[config.mk]
export PLATFORM = sky130hd
export DESIGN_NAME = xml_tag_lexer
export DESIGN_NICKNAME = d
export VERILOG_FILES = /design/src/design/xtl_pkg.sv /design/src/design/xml_tag_lexer.sv
export SDC_FILE = /design/constraint.sdc
export NUM_CORES = 1
export LEC_CHECK = 0
export BUFFER_PORTS_ARGS = -buffer_cell sky130_fd_sc_hd__buf_2
export CAP_MARGIN = 15
export CORE_MARGIN = 8
export CORE_UTILIZATION = 25
export CTS_CLUSTER_SIZE = 8
export DETAILED_ROUTE_END_ITERATION = 12
export GPL_ROUTABILITY_DRIVEN = 0
export PLACE_DENSITY = 0.5
export SYNTH_ARGS = -nofsm -noshare
export SYNTH_HDL_FRONTEND = slang
export SYNTH_SLANG_ARGS = --single-unit
[constraint.sdc]
create_clock -name clk -period 2.27 [get_ports clk]
set_input_delay 0.1135 -clock clk [delete_from_list [all_inputs] [get_ports clk]]
set_output_delay 0.1135 -clock clk [all_outputs]
set_load 0.05 [all_outputs]
[src/design/xtl_pkg.sv]
`default_nettype none

package xtl_pkg;

	// Parse phases
	localparam logic [3:0] PH_LT         = 4'd0;
	localparam logic [3:0] PH_AFTER_LT   = 4'd1;
	localparam logic [3:0] PH_NAME_START = 4'd2;
	localparam logic [3:0] PH_NAME       = 4'd3;
	localparam logic [3:0] PH_CLOSE_WS   = 4'd4;
	localparam logic [3:0] PH_GAP        = 4'd5;
	localparam logic [3:0] PH_ANAME      = 4'd6;
	localparam logic [3:0] PH_EQ_WS      = 4'd7;
	localparam logic [3:0] PH_VAL_WS     = 4'd8;
	localparam logic [3:0] PH_UVAL       = 4'd9;
	localparam logic [3:0] PH_QVAL       = 4'd10;
	localparam logic [3:0] PH_SLASH      = 4'd11;

	// Status codes
	localparam logic [2:0] ST_BUSY     = 3'd0;
	localparam logic [2:0] ST_DONE     = 3'd1;
	localparam logic [2:0] ST_NO_LT    = 3'd2;
	localparam logic [2:0] ST_BAD_NAME = 3'd3;
	localparam logic [2:0] ST_NO_EQ    = 3'd4;
	localparam logic [2:0] ST_BAD_END  = 3'd5;
	localparam logic [2:0] ST_NUL      = 3'd6;

	// Byte roles
	localparam logic [1:0] ROLE_MARKUP = 2'd0;
	localparam logic [1:0] ROLE_TAG    = 2'd1;
	localparam logic [1:0] ROLE_ANAME  = 2'd2;
	localparam logic [1:0] ROLE_AVAL   = 2'd3;

	// Tag kinds
	localparam logic [1:0] KIND_OPEN       = 2'd0;
	localparam logic [1:0] KIND_CLOSE      = 2'd1;
	localparam logic [1:0] KIND_OPEN_CLOSE = 2'd2;

	// Characters
	localparam logic [7:0] CH_NUL   = 8'h00;
	localparam logic [7:0] CH_LT    = 8'h3C;
	localparam logic [7:0] CH_SLASH = 8'h2F;
	localparam logic [7:0] CH_GT    = 8'h3E;
	localparam logic [7:0] CH_EQ    = 8'h3D;
	localparam logic [7:0] CH_QUOTE = 8'h22;
	localparam logic [7:0] CH_SPACE = 8'h20;
	localparam logic [7:0] CH_LF    = 8'h0A;
	localparam logic [7:0] CH_TAB   = 8'h09;

	typedef struct packed {
		logic [1:0] role;
		logic       attr_done;
		logic [2:0] status;
		logic [1:0] tag_kind;
	} lex_res_t;

	function automatic logic is_ws(input logic [7:0] c);
		return (c == CH_SPACE) || (c == CH_LF) || (c == CH_TAB);
	endfunction

	function automatic logic is_letter(input logic [7:0] c);
		return ((c >= 8'h41) && (c <= 8'h5A)) || ((c >= 8'h61) && (c <= 8'h7A));
	endfunction

endpackage

`default_nettype wire

[src/design/xml_tag_lexer.sv]
// Channel   Direction  Handshake                Payload
// ch        in         ch_valid / ch_ready      ch[7:0]
// res       out        res_valid / res_ready    ch_out, role, attr_done, attr_index,
//                                               status, tag_kind
//
// One word in, one word out. A byte is classified in the cycle it is accepted and
// its result sits in the output register from the next cycle on. Throughput is 1
// byte per cycle while the output drains, as each byte updates the phase register.
// ch_ready stays high while the output register is empty or being drained, so a
// stalled output holds one result and stops input only until it is taken.
// arst_n clears the phase, close flag, attribute count and output valid.
`default_nettype none

module xml_tag_lexer #(
	parameter int MAX_ATTR_INDEX = 15
) (
	input  wire logic       clk,
	input  wire logic       arst_n,
	input  wire logic       ch_valid,
	output logic            ch_ready,
	input  wire logic [7:0] ch,
	output logic            res_valid,
	input  wire logic       res_ready,
	output logic [7:0]      ch_out,
	output logic [1:0]      role,
	output logic            attr_done,
	output logic [3:0]      attr_index,
	output logic [2:0]      status,
	output logic [1:0]      tag_kind
);

	// The attribute index saturates at the smaller of the parameter and 15.
	localparam int          CAP_INT   = (MAX_ATTR_INDEX < 15) ? MAX_ATTR_INDEX : 15;
	localparam logic [3:0]  COUNT_CAP = CAP_INT[3:0];

	// Parse state, updated on every accepted byte
	logic [3:0] phase_q;
	logic       is_close_q;
	logic [3:0] attr_count_q;

	// Output register
	logic                 res_valid_q;
	logic [7:0]           ch_out_q;
	logic [3:0]           attr_index_q;
	xtl_pkg::lex_res_t    res_q;

	// Next-state logic
	xtl_pkg::lex_res_t    res_d;
	logic [3:0]           phase_d;
	logic                 is_close_d;
	logic                 accept;

	assign ch_ready = !res_valid_q || res_ready;
	assign accept   = ch_valid && ch_ready;

	// Classify the incoming byte against the current phase.
	always_comb begin
		res_d      = '{role: xtl_pkg::ROLE_MARKUP, attr_done: 1'b0,
			status: xtl_pkg::ST_BUSY, tag_kind: xtl_pkg::KIND_OPEN};
		phase_d    = phase_q;
		is_close_d = is_close_q;

		if (ch == xtl_pkg::CH_NUL) begin
			res_d.status = xtl_pkg::ST_NUL;
		end else begin
			unique case (phase_q)
				xtl_pkg::PH_AFTER_LT: begin
					if (ch == xtl_pkg::CH_SLASH) begin
						is_close_d = 1'b1;
						phase_d    = xtl_pkg::PH_NAME_START;
					end else if (xtl_pkg::is_letter(ch)) begin
						res_d.role = xtl_pkg::ROLE_TAG;
						phase_d    = xtl_pkg::PH_NAME;
					end else begin
						res_d.status = xtl_pkg::ST_BAD_NAME;
					end
				end
				xtl_pkg::PH_NAME_START: begin
					if (xtl_pkg::is_letter(ch)) begin
						res_d.role = xtl_pkg::ROLE_TAG;
						phase_d    = xtl_pkg::PH_NAME;
					end else begin
						res_d.status = xtl_pkg::ST_BAD_NAME;
					end
				end
				xtl_pkg::PH_NAME: begin
					if (xtl_pkg::is_ws(ch)) begin
						phase_d = is_close_q ? xtl_pkg::PH_CLOSE_WS : xtl_pkg::PH_GAP;
					end else if (ch == xtl_pkg::CH_GT) begin
						res_d.status   = xtl_pkg::ST_DONE;
						res_d.tag_kind = is_close_q ? xtl_pkg::KIND_CLOSE
							: xtl_pkg::KIND_OPEN;
					end else if (ch == xtl_pkg::CH_SLASH) begin
						if (is_close_q) begin
							res_d.status = xtl_pkg::ST_BAD_END;
						end else begin
							phase_d = xtl_pkg::PH_SLASH;
						end
					end else begin
						res_d.role = xtl_pkg::ROLE_TAG;
					end
				end
				xtl_pkg::PH_CLOSE_WS: begin
					if (ch == xtl_pkg::CH_GT) begin
						res_d.status   = xtl_pkg::ST_DONE;
						res_d.tag_kind = xtl_pkg::KIND_CLOSE;
					end else if (!xtl_pkg::is_ws(ch)) begin
						res_d.status = xtl_pkg::ST_BAD_END;
					end
				end
				xtl_pkg::PH_GAP: begin
					if (xtl_pkg::is_letter(ch)) begin
						res_d.role = xtl_pkg::ROLE_ANAME;
						phase_d    = xtl_pkg::PH_ANAME;
					end else if (ch == xtl_pkg::CH_SLASH) begin
						phase_d = xtl_pkg::PH_SLASH;
					end else if (ch == xtl_pkg::CH_GT) begin
						res_d.status = xtl_pkg::ST_DONE;
					end else if (!xtl_pkg::is_ws(ch)) begin
						res_d.status = xtl_pkg::ST_BAD_END;
					end
				end
				xtl_pkg::PH_ANAME: begin
					if (xtl_pkg::is_ws(ch)) begin
						phase_d = xtl_pkg::PH_EQ_WS;
					end else if (ch == xtl_pkg::CH_EQ) begin
						phase_d = xtl_pkg::PH_VAL_WS;
					end else if (ch == xtl_pkg::CH_SLASH || ch == xtl_pkg::CH_GT) begin
						res_d.status = xtl_pkg::ST_NO_EQ;
					end else begin
						res_d.role = xtl_pkg::ROLE_ANAME;
					end
				end
				xtl_pkg::PH_EQ_WS: begin
					if (ch == xtl_pkg::CH_EQ) begin
						phase_d = xtl_pkg::PH_VAL_WS;
					end else if (!xtl_pkg::is_ws(ch)) begin
						res_d.status = xtl_pkg::ST_NO_EQ;
					end
				end
				xtl_pkg::PH_VAL_WS: begin
					// Skip leading whitespace; a quote opens a quoted value.
					if (xtl_pkg::is_ws(ch)) begin
						phase_d = phase_q;
					end else if (ch == xtl_pkg::CH_QUOTE) begin
						phase_d = xtl_pkg::PH_QVAL;
					end else if (ch == xtl_pkg::CH_SLASH) begin
						res_d.attr_done = 1'b1;
						phase_d         = xtl_pkg::PH_SLASH;
					end else if (ch == xtl_pkg::CH_GT) begin
						res_d.attr_done = 1'b1;
						res_d.status    = xtl_pkg::ST_DONE;
					end else begin
						res_d.role = xtl_pkg::ROLE_AVAL;
						phase_d    = xtl_pkg::PH_UVAL;
					end
				end
				xtl_pkg::PH_UVAL: begin
					if (xtl_pkg::is_ws(ch)) begin
						res_d.attr_done = 1'b1;
						phase_d         = xtl_pkg::PH_GAP;
					end else if (ch == xtl_pkg::CH_SLASH) begin
						res_d.attr_done = 1'b1;
						phase_d         = xtl_pkg::PH_SLASH;
					end else if (ch == xtl_pkg::CH_GT) begin
						res_d.attr_done = 1'b1;
						res_d.status    = xtl_pkg::ST_DONE;
					end else begin
						res_d.role = xtl_pkg::ROLE_AVAL;
					end
				end
				xtl_pkg::PH_QVAL: begin
					if (ch == xtl_pkg::CH_QUOTE) begin
						res_d.attr_done = 1'b1;
						phase_d         = xtl_pkg::PH_GAP;
					end else begin
						res_d.role = xtl_pkg::ROLE_AVAL;
					end
				end
				xtl_pkg::PH_SLASH: begin
					if (ch == xtl_pkg::CH_GT) begin
						res_d.status   = xtl_pkg::ST_DONE;
						res_d.tag_kind = xtl_pkg::KIND_OPEN_CLOSE;
					end else begin
						res_d.status = xtl_pkg::ST_BAD_END;
					end
				end
				default: begin
					// Expect '<'; unused phase codes land here too.
					if (ch == xtl_pkg::CH_LT) begin
						phase_d = xtl_pkg::PH_AFTER_LT;
					end else begin
						res_d.status = xtl_pkg::ST_NO_LT;
					end
				end
			endcase
		end
	end

	// Advance the parse state; any final status restarts the lexer.
	always_ff @(posedge clk or negedge arst_n) begin
		if (!arst_n) begin
			phase_q      <= xtl_pkg::PH_LT;
			is_close_q   <= 1'b0;
			attr_count_q <= 4'd0;
		end else if (accept) begin
			if (res_d.status != xtl_pkg::ST_BUSY) begin
				phase_q      <= xtl_pkg::PH_LT;
				is_close_q   <= 1'b0;
				attr_count_q <= 4'd0;
			end else begin
				phase_q    <= phase_d;
				is_close_q <= is_close_d;
				if (res_d.attr_done && (attr_count_q < COUNT_CAP)) begin
					attr_count_q <= attr_count_q + 4'd1;
				end
			end
		end
	end

	// Output valid: set on accept, drop when taken with nothing new behind it.
	always_ff @(posedge clk or negedge arst_n) begin
		if (!arst_n) begin
			res_valid_q <= 1'b0;
		end else if (accept) begin
			res_valid_q <= 1'b1;
		end else if (res_ready) begin
			res_valid_q <= 1'b0;
		end
	end

	// Output payload: load on accept, hold otherwise.
	always_ff @(posedge clk) begin
		if (accept) begin
			ch_out_q     <= ch;
			attr_index_q <= attr_count_q;
			res_q        <= res_d;
		end
	end

	assign res_valid  = res_valid_q;
	assign ch_out     = ch_out_q;
	assign role       = res_q.role;
	assign attr_done  = res_q.attr_done;
	assign attr_index = attr_index_q;
	assign status     = res_q.status;
	assign tag_kind   = res_q.tag_kind;

`ifndef SYNTHESIS
	a_nul_restarts: assert property (@(posedge clk) disable iff (!arst_n)
		(accept && ch == xtl_pkg::CH_NUL) |=>
		(res_valid && status == xtl_pkg::ST_NUL && role == xtl_pkg::ROLE_MARKUP))
		else $error("NUL byte did not give NUL status");

	a_done_is_markup: assert property (@(posedge clk) disable iff (!arst_n)
		(res_valid && attr_done) |-> (role == xtl_pkg::ROLE_MARKUP))
		else $error("attribute end byte carries a non-markup role");

	a_kind_only_done: assert property (@(posedge clk) disable iff (!arst_n)
		(res_valid && tag_kind != xtl_pkg::KIND_OPEN) |-> (status == xtl_pkg::ST_DONE))
		else $error("tag kind set without done status");

	a_index_capped: assert property (@(posedge clk) disable iff (!arst_n)
		res_valid |-> (attr_index <= COUNT_CAP))
		else $error("attribute index above cap");
`endif

endmodule

`default_nettype wire

======== Word-level counts from Yosys, hierarchy flattened ========
Cells that the tools add are included.
word-level totals
  bits in registers ....................... 30
  input port bits ......................... 12
  output and inout bits ................... 22
  word-level logic and storage cells ...... 141
operators by class
  $add $sub $neg .......................... 1
  magnitude comparators ................... 5
  equality and inequality tests ........... 27
  multiplexer cells ....................... 77
  reduce and logical (&&, ||, !) cells .... 21
operator list
  cell                                                                number
  2-to-1 mux 4 bit                                                    22
  equality test 8 x 6 -> 1 bit (second input constant)                6
  2-to-1 mux 3 bit                                                    16
  one-hot mux 4 bit (10 select lines)                                 1
  one-hot mux 3 bit (11 select lines)                                 1
  2-to-1 mux 2 bit                                                    12
  2-to-1 mux 1 bit                                                    19
  equality test 4 x 3 -> 1 bit (second input constant)                4
  equality test 4 bit (second input constant)                         4
  equality test 8 x 4 -> 1 bit (second input constant)                2
  greater-or-equal comparator 8 x 7 -> 1 bit (second input constant)  2
  less-or-equal comparator 8 x 7 -> 1 bit (second input constant)     2
  one-hot mux 2 bit (8 select lines)                                  1
  2-to-1 mux 6 bit                                                    2
  != test 4 bit (second input constant)                               3
  nonzero test 11 bit                                                 1
  AND reduction 10 bit                                                1
  equality test 4 x 2 -> 1 bit (second input constant)                2
  zero test 8 bit                                                     1
  nonzero test 2 bit                                                  4
  != test 3 bit (second input constant)                               2
  one-hot mux 2 bit (3 select lines)                                  1
  logical OR 1 bit                                                    5
  2-to-1 mux 5 bit                                                    1
  12 further kinds                                                    16

======== Logic depth before layout (Yosys ltp) ========
Gate-level depths: netlist of run 1.
  word-level depth ........................ 12
  mapped depth ............................ 9
  mapped depth without buffers ............ 8

======== Least setup slack after synthesis of run 1 ========
Ideal clock, no wire load.
  path kind ............................... register to register
  from .................................... register res_valid_q (netlist: res_valid)
  to ...................................... register phase_q[0]
  setup time .............................. 140 ps
  data arrival time ....................... 2560 ps
  data required time ...................... 2130 ps
  path slack .............................. -429 ps
  stages on the path, launching flop included .. 9
  buffers on the path ..................... 0
  period minus slack after synthesis ...... 2699 ps
  path through ............................ dfrtp_1 -> nand2b_1 -> nand2_1 -> inv_1 -> o31ai_1 -> a211oi_1 -> o211ai_1 -> a31oi_2 -> o22ai_1
on the way
  word-level cells in the longest chain between the ends .. 4
RTL lines
  item                                   line                  RTL
  start: declaration                     xml_tag_lexer.sv:42   logic res_valid_q;
  start signal: assignment               xml_tag_lexer.sv:224  res_valid_q <= 1'b0;
  start signal: assignment               xml_tag_lexer.sv:226  res_valid_q <= 1'b1;
  start signal: assignment               xml_tag_lexer.sv:228  res_valid_q <= 1'b0;
  zero test 1 bit                        xml_tag_lexer.sv:53   assign ch_ready = !res_valid_q || res_ready;
  logical OR 1 bit                       xml_tag_lexer.sv:53
  via ch_ready                           xml_tag_lexer.sv:20   output logic ch_ready,
  logical AND 1 bit                      xml_tag_lexer.sv:54   assign accept = ch_valid && ch_ready;
  via accept                             xml_tag_lexer.sv:51   logic accept;
  AND reduction 10 bit (no source line)  --
  end signal: assignment                 xml_tag_lexer.sv:203  phase_q <= xtl_pkg::PH_LT;
  end signal: assignment                 xml_tag_lexer.sv:208  phase_q <= xtl_pkg::PH_LT;
  end signal: assignment                 xml_tag_lexer.sv:212  phase_q <= phase_d;
  end: declaration                       xml_tag_lexer.sv:37   logic [3:0] phase_q;
The timed path passes the listed nets, and every way through them passes these cells.
A chain may end at the register's enable or synchronous reset.

======== Worst setup path after layout of run 1 ========
  from .................................... register phase_q[0]
  to ...................................... register attr_count_q[1]
on the way
  word-level cells in the longest chain between the ends .. 6
  elaborated cells on any way between the ends .. 20
  classes of those cells .................. eq/ne: 11; mux: 5; reduce/logical: 4
RTL lines
  item                                                                                              line                                        RTL
  equality test 4 bit (tied with other cells)                                                       xml_tag_lexer.sv:66                         unique case (phase_q)
  one-hot mux 3 bit (11 select lines) / one-hot mux 1 bit (3 select lines) (equally long branches)  xml_tag_lexer.sv:66
  2-to-1 mux 3 bit / 2-to-1 mux 1 bit (equally long branches)                                       xml_tag_lexer.sv:63                         if (ch == xtl_pkg::CH_NUL) begin
  nonzero test 3 bit / logical AND 1 bit (equally long branches)                                    xml_tag_lexer.sv:207, xml_tag_lexer.sv:214
  nonzero test 2 bit (no source line)                                                               --
  AND reduction 2 bit (no source line)                                                              --
  end signal: assignment                                                                            xml_tag_lexer.sv:215                        attr_count_q <= attr_count_q + 4'd1;
  end: declaration                                                                                  xml_tag_lexer.sv:39                         logic [3:0] attr_count_q;
Parallel ways exist; a longest one is shown, timed or not.

==> run metrics, run 1 <==
Port Buffer Count=33; WP depth=8; RR Startpoint=phase_q[0]; largest buffer count on any clock path=2; Post-Place Worst Slack=roughly 0.047 ns; width of the die=around 100 um; initial drt markers=215; leak pwr=0.950 nW; postcts setup bufs=0; Netlist cell types=64; CP bufs+invs=1; Internal=a little under 1 mW; ys flop type=edfxtp_1; share of cells above drive strength 1=between 30% and 40%; P_sw=~0.34 mW; critical path peak fanout=5; I/O pin cnt=34; worst reg-to-reg setup slack=roughly 0.13 ns; Synth Net Count=between 200 and 250; power density cells=approximately 510 nW/um^2; Req. time, crit path=around 2.5 ns; Worst Tran Pin Value=around 0.63 ns; Critical Path, Cell by Cell=nand2_1 > nor2_1 > a31oi_2 > o32ai_1 > buf_4 > nor4_4 > a21oi_2 > o32ai_2; CTS tree=yes; Placement Rows=32; RSZ-0062 raised after global routing=false; sequential-to-total area share from yosys stat=between 40% and 50%; Reg area=roughly 850 um^2; drt total wl=between 5000 and 6000 um; slowest stage cell, crit path=dfrtp_1; minimum clock period=2.14 ns; PnR worst setup slack=about 0.13 ns; #FFs+latches synth=30; crit path kind=register to register; # clock sinks=30; largest net degree at the start of global routing=23; CP max stage delay=0.47 ns; Logic pwr share=13.2%; final clock skew=roughly 0.0064 ns; dpl hpwl=between 4000 and 5000 um; total number of vias=between 1,500 and 2,000; sequential share of power=between 40% and 50%; CTS Buf Count=5; diodes inserted=0; Worst-Skew Late Latency=0.28 ns; Max-Cap Viols=0; Worst Setup SP=phase_q[0]; Die ar.=about 11,000 um^2; # nets final=between 200 and 300; post-detailed-route count of antenna-violating nets=0; Worst Reg-to-Reg Cells=8; Slew headroom=a little under three fifths; Sw Share=roughly a quarter; reg2reg end=attr_count_q[1]; Global Route Usage Sum=between 9 and 10%; Critical Path AT=approximately 2.3 ns; filler cell count=a little over 800; post-layout util=between 30 and 40%; Via density=between 4 and 5; core area=between 7000 and 8000 um^2; Syn-to-layout area delta=31.3%; Die Ht=between 100 and 150 um; Setup-failing EPs final=0; Async S/R FF share, synth=between 30% and 40%; Critical Path Sink=attr_count_q[1]; initial antenna violation count=0; fin crit share=94.3%; area of the multi-input gates=~1100 um^2; Hold Vio Cnt, Final=0; Top Family by Delay on Critical Path=compound AO/OA/AOI/OAI gates; First-pass DRT Iterations=4; Mapped Cells=197; EDFF count, synth=20; Starting Density=25.7%; vias in the first global route=approximately 1,800; CP Capture Type=register; Clk network pwr share=40.3%; status=completed; synth warn=0; fmax=~470 MHz; drc violations=0; hold crit path type=primary input to register; wire per inst=~15 um; Avg Cell Area, Syn=about 10 um^2; clk slew on worst S/H paths=~0.060 ns; Post-Place Cells=roughly 350; Mapped Area=1970 um^2; VDD IR-drop max=~0.00022 V; Final Max Slew Viols=0; clk root buf=clkbuf_8; CTS H-tree depth=2; CP Launch Type=register; total grt overflow=0; first-pass GRT wire length=~9000 um; Layout Cells excl Fill=about 360
[flip-flops by register name, indices dropped and copies added, names as in the netlist]
name	flops
attr_count_q	4
attr_done	1
attr_index	4
ch_out	8
is_close_q	1
phase_q	4
res_valid	1
role	2
status	3
tag_kind	2
[synthesized netlist by cell type (all sizes together) (3+ instances only)]
master	count	share of area (%)
nor4	6	4.1
a21oi	11	3.4
nand2b	6	1.9
o21ai	8	2.0
o22ai	5	1.6
nand3	4	1.0
buf	8	2.2
edfxtp	20	30
nor2b	3	0.95
nor2	24	4.7
nand2	20	3.9
or3	3	1.2
a31oi	3	1.3
inv	8	1.5
o211ai	5	1.9
a22oi	4	1.5
xnor2	3	1.3
nor3	6	2.3
dfrtp	10	13
[cells in the final DEF, fill, tap and decap left out, types with 2 or more instances in the layout]
cell type and instances:
and2_1 2, edfxtp_1 20, nor4_1 2, dfrtp_1 9, a22oi_1 4, buf_4 29
buf_2 33, nor2_1 23, o31ai_1 2, a21oi_1 8, nor4_2 2, o211ai_1 5
nand2b_1 5, or2_2 2, xor2_1 2, xnor2_1 3, o22ai_1 5, nor2b_1 3
nor4_4 2, clkbuf_8 5, nor3_1 4, nand2_1 19, or3_1 2, a31oi_2 2
o21ai_0 7, clkinv_2 2, inv_1 7, a21oi_2 3, nand4bb_1 2, nand3_1 4
[power by group through the flow]
| stage | sequential [mW] | clock (mW) | combinational [mW] |
|---|---|---|---|
| after global routing | 0.609 | 0.563 | 0.184 |
| after global placement | 0.619 | 0 | 0.173 |
| final | 0.607 | 0.528 | 0.173 |
| after CTS | 0.608 | 0.539 | 0.175 |
| after detailed placement | 0.619 | 0 | 0.173 |
| after floorplan | 0.683 | 0 | 0.0575 |
[worst min path at each step]
stage	end	startpoint	cells after the start	slack, ns
global route	res_valid	ch_valid	2	0.05
floorplan	attr_count_q[0]	arst_n	0	-0.18
CTS	res_valid	ch_valid	2	0.05
global placement	attr_count_q[0]	arst_n	1	-0.007
finish	res_valid	ch_valid	2	0.04
detailed placement	attr_count_q[2]	arst_n	1	-0.01
[repair_timing]
| item | 4_1_cts | 5_1_grt |
|---|---|---|
| hold buffers | 1 | 0 |
| resized for setup | 0 | 2 |
| setup endpoints to repair | 0 | 5 |
| hold endpoints to repair | 10 | 0 |
[layer usage]
layer / wire (um) / GRT usage (%) / up-vias
li1: - / - / 875
met1: 2310 / 13.0 / 846
met2: 2510 / 15.6 / 68
met3: 410 / 2.09 / 7
met4: 74 / 4.08 / 0
met5: 0 / 0 / -
[through the flow]
stage	hold WS (ns)	TNS, ns	total power [mW]	instance area (um^2)
2_1_floorplan	-0.182	0	0.740	1980
3_3_place_gp	-0.00656	-0.0236	0.792	2460
3_5_place_dp	-0.0137	0	0.792	2460
4_1_cts	0.0476	0	1.32	2580
5_1_grt	0.0523	0	1.36	2590
6_report	0.0446	0	1.31	2590
[logic make-up after synthesis]
family	synth area share, %
AND/OR/NAND/NOR	27.2
buffers and inverters	4.25
flip-flops	43.1
adder cells (fa/ha/maj)	0.634
multiplexers	0.571
XOR/XNOR	2.22
AO/OA/AOI/OAI	22.0
[layout make-up]
type | instances | share of cell area (%)
multi-input combinational | 148 | 40.6
sequential | 30 | 32.9
timing repair buffer | 64 | 15.9
tap | 102 | 4.93
clock buffer | 5 | 2.66
clock inverter | 3 | 1.55
inverter | 9 | 1.45
No activity file was read; power rests on OpenSTA's default activity.
==> run 2, diff against run 1 <==
--- a/config.mk
+++ b/config.mk
@@ -5,14 +5,14 @@
 export SDC_FILE = /design/constraint.sdc
 export NUM_CORES = 1
 export LEC_CHECK = 0
-export BUFFER_PORTS_ARGS = -buffer_cell sky130_fd_sc_hd__buf_2
 export CAP_MARGIN = 15
 export CORE_MARGIN = 8
 export CORE_UTILIZATION = 25
 export CTS_CLUSTER_SIZE = 8
 export DETAILED_ROUTE_END_ITERATION = 12
+export DONT_BUFFER_PORTS = 1
 export GPL_ROUTABILITY_DRIVEN = 0
-export PLACE_DENSITY = 0.5
+export PLACE_DENSITY = 0.46
 export SYNTH_ARGS = -nofsm -noshare
 export SYNTH_HDL_FRONTEND = slang
 export SYNTH_SLANG_ARGS = --single-unit
==> run 2 against run 1 <==
  * Critical path depth rose by 1
  * Register-to-register slack worse by 0.02 ns
  * Worst setup slack worse by 0.022 ns
  * Clock power decreased by 19%
  * Die area is the same
  * Worst hold slack gained 0.10 ns
  * Final cell count down 7.5%
  * Total power is 9.5% lower
  * Utilization shrank 1.5 points
  * Fmax fell by 1.0%
  * Critical path type unchanged
  * Largest power group unchanged
  * Highest routed layer unchanged
==> run metrics, run 2 (synthesis results as in run 1) <==
Via density=between 5 and 6; share of cells above drive strength 1=between 20% and 30%; clk root buf=clkbuf_8; crit path kind=register to register; CTS Buf Count=5; Req. time, crit path=about 2.4 ns; Hold Vio Cnt, Final=0; hold crit path type=primary input to register; most common cell after layout, fill and taps aside=buf_4; total number of vias=1,710; cell area after layout=about 2500 um^2; Starting Density=roughly a quarter; Critical Path, Cell by Cell=nor2b_2 > inv_1 > or3_1 > o32ai_1 > buf_4 > nor4_4 > buf_4 > a31oi_4 > o22ai_1; Critical Path AT=around 2.3 ns; Sw Share=between 20% and 30%; largest net degree at the start of global routing=22; Internal=0.852 mW; Die ar.=between 10,000 and 15,000 um^2; leading cell types in the layout, fill and taps excluded=buf_4 (27), nor2_1 (23), edfxtp_1 (20); Max-Cap Viols=0; CP dominant cell by count=buf_4; setup TNS=0 ns; Placement Rows=32; CP Launch Type=register; Port Buffer Count=0; Clk network pwr share=35.9%; DP Area=2260 um^2; Hold WS=~0.15 ns; CTS H-tree depth=2; CP Capture Type=register; initial antenna violation count=0; clk slew on worst S/H paths=0.07 ns; power density cells=478 nW/um^2; drt total wl=approximately 5500 um; Setup-failing EPs final=0; Final Power=~1.2 mW; slowest stage cell, crit path=dfrtp_1; post-detailed-route count of antenna-violating nets=0; # clock sinks=30; vias in the first global route=roughly 1,700; core area=between 7000 and 8000 um^2; final clock skew=approximately 0.0029 ns; Largest register FFs=8; sequential share of power=a little under three fifths; I/O pin cnt=34; CTS tree=yes; first-pass GRT wire length=9090 um; CP max stage delay=0.47 ns; Syn-to-layout area delta=25.6%; dpl hpwl=a little over 4000 um; VDD IR-drop max=0.000194 V; Logic pwr share=7.6%; wire per inst=around 16 um; total grt overflow=0; First-pass DRT Iterations=4; Final Max Slew Viols=0; fmax=between 400 and 500 MHz; fin crit share=between 90% and 100%; width of the die=about 100 um; # nets final=roughly 240; diodes inserted=0; Slew headroom=slightly below 60%; P_sw=roughly 0.33 mW; Global Route Usage Sum=10.1%; critical path peak fanout=6; status=completed; RSZ-0062 raised after global routing=false; initial drt markers=between 100 and 150; Die Ht=105 um; Worst Tran Pin Value=about 0.63 ns; Worst-Skew Late Latency=0.28 ns; minimum clock period=~2.2 ns; leak pwr=approximately 0.8 nW; drc violations=0; largest buffer count on any clock path=2
-- run 2: layout make-up --
| cell class | instances | area (um^2) |
|---|---|---|
| fillers | 806 | 5210 |
| multi-input cells | 148 | 1070 |
| flip-flops and latches | 30 | 853 |
| repair buffers | 37 | 303 |
| well taps | 102 | 128 |
| clock buffers | 5 | 68.8 |
| inverters | 9 | 37.5 |
| clock inverters | 3 | 16.3 |
-- run 2: critical path, delay by kind of cell (launching register included) --
family                 cells  cell delay, ns
flip-flops                 1            0.47
buffers and inverters      3            0.42
AND/OR/NAND/NOR            3            0.56
AO/OA/AOI/OAI              3            0.56
-- run 2: worst paths after layout --
path                            slack [ns]            start               to  cells past startpoint
worst max-delay path                  0.11       phase_q[3]       phase_q[0]                      9
worst min-delay path                  0.15        res_ready        res_valid                      2
worst max register to register        0.11       phase_q[3]       phase_q[0]                      9
worst min register to register        0.50  attr_count_q[3]    attr_index[3]                      0
max in group asynchronous             1.69           arst_n       phase_q[0]                      1
min in group asynchronous             0.22           arst_n  attr_count_q[1]                      1
-- run 2: routing by layer --
metal  vias up  wire length, um  track usage (%)
li1        819                -                -
met1       808             2450             12.9
met2        67             2510             15.1
met3        16              330             2.27
met4         0              210             6.42
met5         -                0                0
-- run 2: per-stage QoR --
stage / instances / util [%] / setup slack, ns
3_5_place_dp: 315 / 29.3 / 0.0671
4_1_cts: 333 / 31.8 / 0.0367
3_3_place_gp: 315 / 29.3 / 0.0820
6_report: 334 / 32.2 / 0.107
5_1_grt: 334 / 32.2 / 0.0100
2_1_floorplan: 197 / - / 0.0625
-- run 2: timing repair --
item	CTS	global route
endpoints found under the hold margin	19	0
hold buffers	10	0
resized for setup	0	6
setup buffers	0	1
setup endpoints to repair	0	6
-- run 2: power groups by stage --
stage               logic (mW)  registers (mW)  clock network (mW)
finish                  0.0903           0.668               0.426
CTS                     0.0898           0.669               0.437
detailed placement      0.0720           0.681                   0
global placement        0.0713           0.681                   0
floorplan               0.0575           0.683                   0
global route            0.0980           0.670               0.459
